$ cat config.mk
export PLATFORM = sky130hd
export DESIGN_NAME = double_ended_queue_top
export DESIGN_NICKNAME = d
export VERILOG_FILES = /design/src/rtl/deq_pkg.sv /design/src/rtl/deq_ctrl.sv /design/src/rtl/deq_dp.sv /design/src/rtl/double_ended_queue_top.sv
export SDC_FILE = /design/constraint.sdc
export NUM_CORES = 1
export LEC_CHECK = 0
export ABC_AREA = 1
export BUFFER_PORTS_ARGS = -buffer_cell sky130_fd_sc_hd__buf_2
export CORE_MARGIN = 3
export CORE_UTILIZATION = 50
export CTS_CLUSTER_DIAMETER = 120
export DETAILED_ROUTE_END_ITERATION = 16
export PLACE_DENSITY = 0.66
export SETUP_SLACK_MARGIN = 0.2
export SYNTH_ARGS = -nofsm -noshare
export SYNTH_HDL_FRONTEND = slang
export SYNTH_SLANG_ARGS = --single-unit
$ cat constraint.sdc
create_clock -name clk -period 10.6 [get_ports clk]
set_clock_uncertainty 0.15 [all_clocks]
set_input_delay 1.59 -clock clk [delete_from_list [all_inputs] [get_ports clk]]
set_output_delay 1.59 -clock clk [all_outputs]
set_load 0.03 [all_outputs]
$ cat src/rtl/deq_pkg.sv
// shared types and constants of the double-ended queue
package deq_pkg;

	localparam int unsigned DATA_W = 32;
	localparam int unsigned FUNC_W = 3;

	localparam logic [FUNC_W-1:0] FUNC_PUSH_FRONT = 3'd0;
	localparam logic [FUNC_W-1:0] FUNC_PUSH_BACK  = 3'd1;
	localparam logic [FUNC_W-1:0] FUNC_POP_FRONT  = 3'd2;
	localparam logic [FUNC_W-1:0] FUNC_POP_BACK   = 3'd3;
	localparam logic [FUNC_W-1:0] FUNC_QUERY      = 3'd4;

	localparam logic signed [DATA_W-1:0] EMPTY_MARK = -32'sd1;

	typedef struct packed {
		logic ins_front;
		logic ins_back;
		logic rm_front;
		logic rm_back;
		logic rd;
		logic ld;
		logic rej;
	} deq_cmd_t;

	typedef struct packed {
		logic cnt_zero;
		logic cnt_full;
	} deq_stat_t;

endpackage

$ cat src/rtl/deq_ctrl.sv
// sequencer: accepts one word, walks it through update, read and result load
module deq_ctrl
	import deq_pkg::*;
(
	input  logic              clk,
	input  logic              arst_n,
	input  logic              in_valid,
	output logic              in_ready,
	input  logic [FUNC_W-1:0] func,
	output logic              out_valid,
	input  logic              out_ready,
	input  deq_stat_t         stat,
	output deq_cmd_t          cmd
);

	typedef enum logic [1:0] {
		ST_IDLE,
		ST_READ,
		ST_LOAD
	} state_t;

	state_t state_q;
	logic   out_valid_q;
	logic   rej_q;
	logic   accept;
	logic   can_load;
	logic   is_push;
	logic   is_pop;
	logic   reject;

	assign accept   = in_valid && (state_q == ST_IDLE);
	assign can_load = (state_q == ST_LOAD) && (!out_valid_q || out_ready);

	always_comb begin
		is_push = 1'b0;
		is_pop  = 1'b0;
		case (func)
			FUNC_PUSH_FRONT, FUNC_PUSH_BACK: is_push = 1'b1;
			FUNC_POP_FRONT, FUNC_POP_BACK:   is_pop  = 1'b1;
			default: ;
		endcase
	end

	assign reject = (is_push && stat.cnt_full) || (is_pop && stat.cnt_zero);

	always_comb begin
		cmd           = '0;
		cmd.ins_front = accept && !reject && (func == FUNC_PUSH_FRONT);
		cmd.ins_back  = accept && !reject && (func == FUNC_PUSH_BACK);
		cmd.rm_front  = accept && !reject && (func == FUNC_POP_FRONT);
		cmd.rm_back   = accept && !reject && (func == FUNC_POP_BACK);
		cmd.rd        = (state_q == ST_READ);
		cmd.ld        = can_load;
		cmd.rej       = rej_q;
	end

	always_ff @(posedge clk or negedge arst_n) begin
		if (!arst_n) begin
			state_q     <= ST_IDLE;
			out_valid_q <= 1'b0;
			rej_q       <= 1'b0;
		end else begin
			if (out_valid_q && out_ready && !can_load) begin
				out_valid_q <= 1'b0;
			end
			case (state_q)
				ST_IDLE: begin
					if (accept) begin
						rej_q   <= reject;
						state_q <= ST_READ;
					end
				end
				ST_READ: begin
					state_q <= ST_LOAD;
				end
				ST_LOAD: begin
					// result register frees up as the old word leaves
					if (can_load) begin
						out_valid_q <= 1'b1;
						state_q     <= ST_IDLE;
					end
				end
				default: begin
					state_q <= ST_IDLE;
				end
			endcase
		end
	end

	assign in_ready  = (state_q == ST_IDLE);
	assign out_valid = out_valid_q;

endmodule

$ cat src/rtl/deq_dp.sv
// datapath: ring store, head and count registers, read and result registers
module deq_dp
	import deq_pkg::*;
#(
	parameter int unsigned DEPTH = 16,
	parameter int unsigned AW    = 4,
	parameter int unsigned CW    = 5
) (
	input  logic                     clk,
	input  logic                     arst_n,
	input  deq_cmd_t                 cmd,
	input  logic signed [DATA_W-1:0] value,
	output deq_stat_t                stat,
	output logic signed [DATA_W-1:0] front_value,
	output logic signed [DATA_W-1:0] back_value,
	output logic                     is_empty,
	output logic                     is_full,
	output logic                     rejected
);

	localparam logic [AW:0]   DEPTH_W = (AW+1)'(DEPTH);
	localparam logic [AW-1:0] LAST    = AW'(DEPTH - 1);
	localparam logic [CW-1:0] FULL_C  = CW'(DEPTH);

	logic signed [DATA_W-1:0] mem [DEPTH];

	logic [AW-1:0]            head_q;
	logic [CW-1:0]            count_q;
	logic [AW-1:0]            head_prev;
	logic [AW-1:0]            head_next;
	logic [AW:0]              tail_sum;
	logic [AW:0]              back_sum;
	logic [AW-1:0]            tail_addr;
	logic [AW-1:0]            back_addr;
	logic [AW-1:0]            wr_addr;
	logic                     wr_en;
	logic signed [DATA_W-1:0] front_rd_q;
	logic signed [DATA_W-1:0] back_rd_q;
	logic signed [DATA_W-1:0] front_value_q;
	logic signed [DATA_W-1:0] back_value_q;
	logic                     is_empty_q;
	logic                     is_full_q;
	logic                     rejected_q;

	assign stat.cnt_zero = (count_q == '0);
	assign stat.cnt_full = (count_q == FULL_C);

	assign head_prev = (head_q == '0) ? LAST : head_q - 1'b1;
	assign head_next = (head_q == LAST) ? '0 : head_q + 1'b1;

	// sums stay below twice the depth, so one subtract wraps them
	assign tail_sum  = {1'b0, head_q} + (AW+1)'(count_q);
	assign back_sum  = tail_sum - 1'b1;
	assign tail_addr = (tail_sum >= DEPTH_W) ? AW'(tail_sum - DEPTH_W) : AW'(tail_sum);
	assign back_addr = (back_sum >= DEPTH_W) ? AW'(back_sum - DEPTH_W) : AW'(back_sum);

	assign wr_en   = cmd.ins_front || cmd.ins_back;
	assign wr_addr = cmd.ins_front ? head_prev : tail_addr;

	always_ff @(posedge clk or negedge arst_n) begin
		if (!arst_n) begin
			head_q  <= '0;
			count_q <= '0;
		end else begin
			if (cmd.ins_front) begin
				head_q <= head_prev;
			end else if (cmd.rm_front) begin
				head_q <= head_next;
			end
			if (wr_en) begin
				count_q <= count_q + 1'b1;
			end else if (cmd.rm_front || cmd.rm_back) begin
				count_q <= count_q - 1'b1;
			end
		end
	end

	always_ff @(posedge clk) begin
		if (wr_en) begin
			mem[wr_addr] <= value;
		end
	end

	always_ff @(posedge clk) begin
		if (cmd.rd) begin
			front_rd_q <= mem[head_q];
			back_rd_q  <= mem[back_addr];
		end
	end

	always_ff @(posedge clk) begin
		if (cmd.ld) begin
			front_value_q <= stat.cnt_zero ? EMPTY_MARK : front_rd_q;
			back_value_q  <= stat.cnt_zero ? EMPTY_MARK : back_rd_q;
			is_empty_q    <= stat.cnt_zero;
			is_full_q     <= stat.cnt_full;
			rejected_q    <= cmd.rej;
		end
	end

	assign front_value = front_value_q;
	assign back_value  = back_value_q;
	assign is_empty    = is_empty_q;
	assign is_full     = is_full_q;
	assign rejected    = rejected_q;

endmodule

$ cat src/rtl/double_ended_queue_top.sv
// top level of the bounded double-ended queue
//
//  channel  handshake            payload
//  in       in_valid / in_ready  func, value
//  out      out_valid/out_ready  front_value, back_value, is_empty, is_full, rejected
//
// each word passes three steps: accept and store update, store read, result load
// the store has one write and two read ports with registered read data
// a new word is taken while the previous result still waits in the output register
// a stalled output holds the load step until that result is taken
// reset clears head and count; the store contents are not cleared
module double_ended_queue_top
	import deq_pkg::*;
#(
	parameter int unsigned DEPTH = 16
) (
	input  logic                     clk,
	input  logic                     arst_n,
	input  logic                     in_valid,
	output logic                     in_ready,
	input  logic [FUNC_W-1:0]        func,
	input  logic signed [DATA_W-1:0] value,
	output logic                     out_valid,
	input  logic                     out_ready,
	output logic signed [DATA_W-1:0] front_value,
	output logic signed [DATA_W-1:0] back_value,
	output logic                     is_empty,
	output logic                     is_full,
	output logic                     rejected
);

	localparam int unsigned AW = $clog2(DEPTH);
	localparam int unsigned CW = $clog2(DEPTH + 1);

	deq_cmd_t  cmd;
	deq_stat_t stat;

	deq_ctrl u_ctrl (
		.clk       (clk),
		.arst_n    (arst_n),
		.in_valid  (in_valid),
		.in_ready  (in_ready),
		.func      (func),
		.out_valid (out_valid),
		.out_ready (out_ready),
		.stat      (stat),
		.cmd       (cmd)
	);

	deq_dp #(
		.DEPTH (DEPTH),
		.AW    (AW),
		.CW    (CW)
	) u_dp (
		.clk         (clk),
		.arst_n      (arst_n),
		.cmd         (cmd),
		.value       (value),
		.stat        (stat),
		.front_value (front_value),
		.back_value  (back_value),
		.is_empty    (is_empty),
		.is_full     (is_full),
		.rejected    (rejected)
	);

endmodule

# Yosys cells after proc, flatten, opt, wreduce, memory -nomap -nowiden
# Memories as Yosys holds them, arrays and structs flattened. A register that Yosys moved wholly into a read port is not among the register bits.
# Index checks and enable logic that the tools add are counted.
[word_totals] register_bits=80 ram_bits=512 memories=1
[memory_table] memory="u_dp.mem" words=16 word_bits=32 read_ports=2 rd_clocked_by_memory_dff=2 wr=1 line_no="deq_dp.sv:25" source="logic signed [DATA_W-1:0] mem [DEPTH];"
[classes] addsub=8 magnitude_cmp=2 eq_ne=9 n_mux=19 n_reduce_logical=28
[op_table] cell="$mux W4" count=7
[op_table] cell="$sub A4 B1 Y4 const B" count=3
[op_table] cell="$logic_and A1 B1 Y1" count=11
[op_table] cell="$ge A5 B5 Y1 const B" count=2
[op_table] cell="$mux W5" count=2
[op_table] cell="$sub A5 B1 Y5 const B" count=2
[op_table] cell="$mux W1" count=7
[op_table] cell="$eq A3 B2 Y1 const B" count=2
[op_table] cell="$pmux W2 S3" count=1
[op_table] cell="$add A4 B5 Y5" count=1
[op_table] cell="$add A5 B1 Y5 const B" count=1
[op_table] cell="$eq A5 B5 Y1 const B" count=1
[op_table] cell="$logic_not A5 Y1" count=1
[op_table] cell="$add A4 B1 Y4 const B" count=1
[op_table] cell="$eq A4 B4 Y1 const B" count=1
[op_table] cell="$logic_not A4 Y1" count=1
[op_table] cell="$logic_or A1 B1 Y1" count=4
[op_table] cell="$mux W2" count=2
[op_table] cell="$ne A2 B1 Y1 const B" count=2
[op_table] cell="$reduce_and A2 Y1" count=2
[op_table] cell="$reduce_bool A2 Y1" count=2
[op_table] cell="$reduce_or A2 Y1" count=2
[op_table] cell="$eq A3 B1 Y1 const B" count=1
[op_table] cell="$logic_not A1 Y1" count=3
[op_table] cell="other kinds (4)" count=4

# Longest topological paths before layout
[depth] ltp_word=11 depth_mapped=17 depth_no_buf=11

# Cells and area by module
# From an unflattened synthesis, not the netlist that was laid out.
[unflattened] cells_unflattened=3275 hier_area_um2=31541.5
[by_module_without_submodules] mod="deq_dp" n_inst=1 cells_per_inst=3238 area_per_inst_um2=31253.7 seq_area_each_um2=19533.7
[by_module_without_submodules] mod="deq_ctrl" n_inst=1 cells_per_inst=37 area_per_inst_um2=287.8 seq_area_each_um2=100.1

# Worst setup path after synthesis
# Ideal clock, no wire load.
[synth_path] path_kind="input -> register" start="in out_ready" end="reg u_dp.back_value_q[0] (netlist: u_dp.back_value[0]) (enable)" arrival_time_ns=4.433 t_required_ns=9.957 slack_ns=5.523 stages=2 n_path_buf=0 path_cell_list="nor2_1 > nor2_1"
[synth_between] elab_chain_cells=2
[synth_lines] item="from (decl)" line_no="double_ended_queue_top.sv:24" source="input logic out_ready,"
[synth_lines] item="$logic_or A1 B1 Y1" line_no="deq_ctrl.sv:32" source="assign can_load = (state_q == ST_LOAD) && (!out_valid_q || out_ready);"
[synth_lines] item="$logic_and A1 B1 Y1" line_no="deq_ctrl.sv:32"
[synth_lines] item="net u_ctrl.can_load" line_no="deq_ctrl.sv:26" source="logic can_load;"
[synth_lines] item="to (signal assigned)" line_no="deq_dp.sv:94" source="back_value_q <= stat.cnt_zero ? EMPTY_MARK : back_rd_q;"
[synth_lines] item="to (decl)" line_no="deq_dp.sv:40" source="logic signed [DATA_W-1:0] back_value_q;"
# The timed path passes the listed nets, and every way through them passes these cells.
# A chain may end at the register's enable or synchronous reset.

# Worst setup path after layout
[layout_path] start="reg u_dp.head_q[0]" end="reg u_dp.back_rd_q[18], read port of u_dp.mem, data pin"
[layout_between] elab_chain_cells=4
[layout_lines] item="from (decl)" line_no="deq_dp.sv:27" source="logic [AW-1:0] head_q;"
[layout_lines] item="from (signal assigned)" line_no="deq_dp.sv:66" source="head_q <= head_prev;"
[layout_lines] item="from (signal assigned)" line_no="deq_dp.sv:68" source="head_q <= head_next;"
[layout_lines] item="$add A4 B5 Y5 *" line_no="deq_dp.sv:52" source="assign tail_sum = {1'b0, head_q} + (AW+1)'(count_q);"
[layout_lines] item="$sub A5 B1 Y5 *" line_no="deq_dp.sv:53" source="assign back_sum = tail_sum - 1'b1;"
[layout_lines] item="$sub A4 B1 Y4 or $ge A5 B5 Y1 (tied branches)" line_no="deq_dp.sv:55" source="assign back_addr = (back_sum >= DEPTH_W) ? AW'(back_sum - DEPTH_W) : AW'(back_sum);"
[layout_lines] item="$mux W4 *" line_no="deq_dp.sv:55"
[layout_lines] item="to (decl)" line_no="deq_dp.sv:38" source="logic signed [DATA_W-1:0] back_rd_q;"
# Every way passes the cells marked *; elsewhere a longest branch is shown, timed or not.

==> flow_metrics.py <==
metrics = {
    "status": {
        "status": "completed",
    },
    "run": {
        "maxCapViolations": 0,
    },
    "clocking": {
        "cts_tree": "done",
        "cts.htree.levels": 3,
        "hold_buffers": 0,
        "clock-sinks": 656,
        "cts_buffers": 70,
        "cts_root_buf": "clkbuf_16",
        "cts-resized-gates": 0,
        "clk_pin_slew_ns": 0.06,
        "clock_latency_ns": 0.61,
        "max-clock-path-buffers": 3,
        "post_cts.repair.setup_buffers": 0,
    },
    "logic_synthesis": {
        "yosys_register_bits": 656,
        "synth_area_leaders": "edfxtp_1 (64%), o21ai_0 (7.6%), nand2_1 (5.4%), nor2_1 (4.1%), a21oi_1 (2.5%)",
        "synth_commonest_cells": "edfxtp_1 (643), o21ai_0 (462), nand2_1 (436)",
        "synth_seq_area_share_pct": 64.9,
        "synth_edf_count": 643,
        "synth_flop_cell": "edfxtp_1",
        "async_flop_share_pct": 1.98,
        "syn_inst": 2862,
        "synth_area_um2": 30200,
        "synth_top_area_share_pct": 63.9,
        "avgSynthCellArea_um2": 10.6,
        "yosysMostFrequentCell": "edfxtp_1",
        "yosys.area.top_type": "edfxtp_1",
        "yosysWarningCount": 0,
        "synth_fp_nets": 2913,
        "ys_types": 35,
    },
    "die": {
        "dieArea_um2": 63500,
        "core_um2": 59500,
        "fp.dieH_um": 252,
        "num_rows": 89,
        "die_w_um": 252,
        "boundaryPins": 108,
        "start_util_pct": 50.8,
    },
    "timing": {
        "timing.final.crit_share_pct": 54.7,
        "hold_violations": 0,
        "maxSlewViolCount": 0,
        "slew_headroom_pct": 19.8,
        "finalSetupTns_ns": 0,
        "hold_ws_ns": 0.297,
        "rsz0062_at_grt": "no",
        "max_freq_mhz": 173,
        "fin_crit_ns": 5.80,
        "setup_violations": 0,
        "max_slew.worst_pin.slew_ns": 1.20,
    },
    "critical_path": {
        "critical_path.endpoint_type": "register",
        "cp.arrival_ns": 6.11,
        "worstSetupPathType": "reg2reg",
        "cp_top_family": "buffers and inverters",
        "start_kind": "register",
        "cpPeakStageDelay_ns": 1.03,
        "crit_buf_inv": 3,
        "cp_slowest_cell": "buf_4",
        "cp_max_fo": 95,
        "crit_top_cell": "nand2_1",
        "required_ns": 10.92,
        "path_cells": "ha_4 -> inv_4 -> ha_2 -> inv_4 -> buf_4 -> o21ai_0 -> o22ai_1 -> nand2_1 -> o21ai_1 -> nand2_1 -> nand2_1",
    },
    "route": {
        "via_count": 22800,
        "wl_per_cell_um": 23.2,
        "drc": 0,
        "first_iter_violations": 2821,
        "firstDrtPassIters": 5,
        "antenna_left": 0,
        "viasPerCell": 6.17,
        "wirelength_um": 85800,
    },
    "global_route": {
        "grt_pass1_vias": 22100,
        "gr-usage-all-layers_pct": 26.6,
        "grt_use_met1_pct": 35.5,
        "antenna_found_initial": 3,
        "grt_use_met2_pct": 42.7,
        "grt_first_pass_wirelength_um": 128000,
        "use_met3_pct": 4.61,
        "grt-ovfl-total": 0,
        "busiest_layer": "met2",
        "grt_max_degree": 109,
    },
    "layout": {
        "fin_nets": 2920,
        "area_growth_pct": 10.6,
        "fin_area_um2": 33400,
        "drive_above_1_share_pct": 12.4,
    },
    "place": {
        "port_buffers": 107,
        "placed_cell_area_um2": 31200,
        "dp_hpwl_um": 44200,
        "place_congestion": 0.828,
    },
    "worst_hold_path": {
        "holdCritPathClass": "reg2reg",
    },
}
worst reg2reg max path, delay by kind of cell, from the launching register on:
kind | cells | cell delay (ns)
AO/OA/AOI/OAI | 3 | 0.65
flip-flops | 1 | 0.92
AND/OR/NAND/NOR | 3 | 0.24
adder cells (fa/ha/maj) | 2 | 1.12
buffers and inverters | 3 | 2.59
cells in the final DEF, fill, tap and decap left out, types with 3 or more instances in the layout:
cell type / instances
inv_2: 5
nand3_1: 129
clkinv_2: 10
or2_2: 63
dfrtp_1: 10
clkbuf_16: 74
o221ai_1: 32
o21ai_1: 100
nand2_1: 436
buf_4: 42
nand2_2: 5
ha_1: 8
a21oi_1: 151
buf_2: 107
o22ai_1: 98
inv_4: 3
clkbuf_1: 15
o211ai_1: 32
edfxtp_1: 643
xor2_1: 5
clkinv_1: 15
nor2_2: 3
bufinv_16: 6
o21ai_0: 462
inv_1: 101
nor2_1: 312
nand4_1: 3
or2_1: 4
clkinvlp_4: 5
nor2_4: 22
cell type report:
class	count	area (um^2)
Fill cell	4893	26000
Sequential cell	656	19600
Multi-Input combinational cell	1880	9280
Clock buffer	89	1910
Tap cell	773	967
Timing Repair Buffer	149	851
Inverter	112	429
Clock inverter	36	345
Antenna cell	2	5.00
sequential cells by signal (all words and copies together), names as in the netlist:
name / count
u_ctrl.out_valid: 1
u_ctrl.rej_q: 1
u_ctrl.state_q: 2
u_dp.back_rd_q: 32
u_dp.back_value: 32
u_dp.count_q: 5
u_dp.front_rd_q: 32
u_dp.front_value: 32
u_dp.head_q: 4
u_dp.is_empty: 1
u_dp.is_full: 1
u_dp.mem: 512
u_dp.rejected: 1
stage by stage:
| stage | std cells | util [%] | setup WS [ns] |
|---|---|---|---|
| after floorplan | 2862 | - | 5.52 |
| after global placement | 3570 | 52.4 | 5.15 |
| after detailed placement | 3570 | 52.4 | 4.92 |
| after CTS | 3695 | 56.2 | 4.91 |
| after global routing | 3696 | 56.2 | 4.53 |
| final | 3697 | 56.2 | 4.80 |
layer usage:
| metal | vias up | share of wire [%] |
|---|---|---|
| li1 | 10200 | - |
| met1 | 11000 | 39 |
| met2 | 1341 | 47 |
| met3 | 265 | 9.6 |
| met4 | 4 | 4.1 |
| met5 | - | 0.035 |
worst paths after layout:
kind / start / end / slack, ns / cells past startpoint
setup / recovery: u_dp.head_q[0] / u_dp.back_rd_q[18] / 4.80 / 11
hold / removal: u_ctrl.rej_q / u_dp.rejected / 0.30 / 0
setup reg to reg: u_dp.head_q[0] / u_dp.back_rd_q[18] / 4.80 / 11
hold reg to reg: u_ctrl.rej_q / u_dp.rejected / 0.30 / 0
max in group asynchronous: arst_n / u_dp.head_q[1] / 9.30 / 1
min in group asynchronous: arst_n / u_dp.head_q[2] / 0.73 / 1
cell families (layout without fill, tap and decap cells):
| logic type | after synthesis | after routing | share of synthesized area (%) |
|---|---|---|---|
| DFF | 656 | 656 | 64.9 |
| other | 0 | 2 | 0 |
| adders and majority gates | 12 | 12 | 0.546 |
| AOI/OAI and AO/OA | 877 | 877 | 15.6 |
| buffers and inverters | 326 | 386 | 5.02 |
| and+or+nand+nor | 982 | 982 | 13.5 |
| xor gates and xnor gates | 9 | 9 | 0.335 |
Power is not shown: default switching activity piles up to over one toggle a cycle in this logic, so the estimate is an artifact.
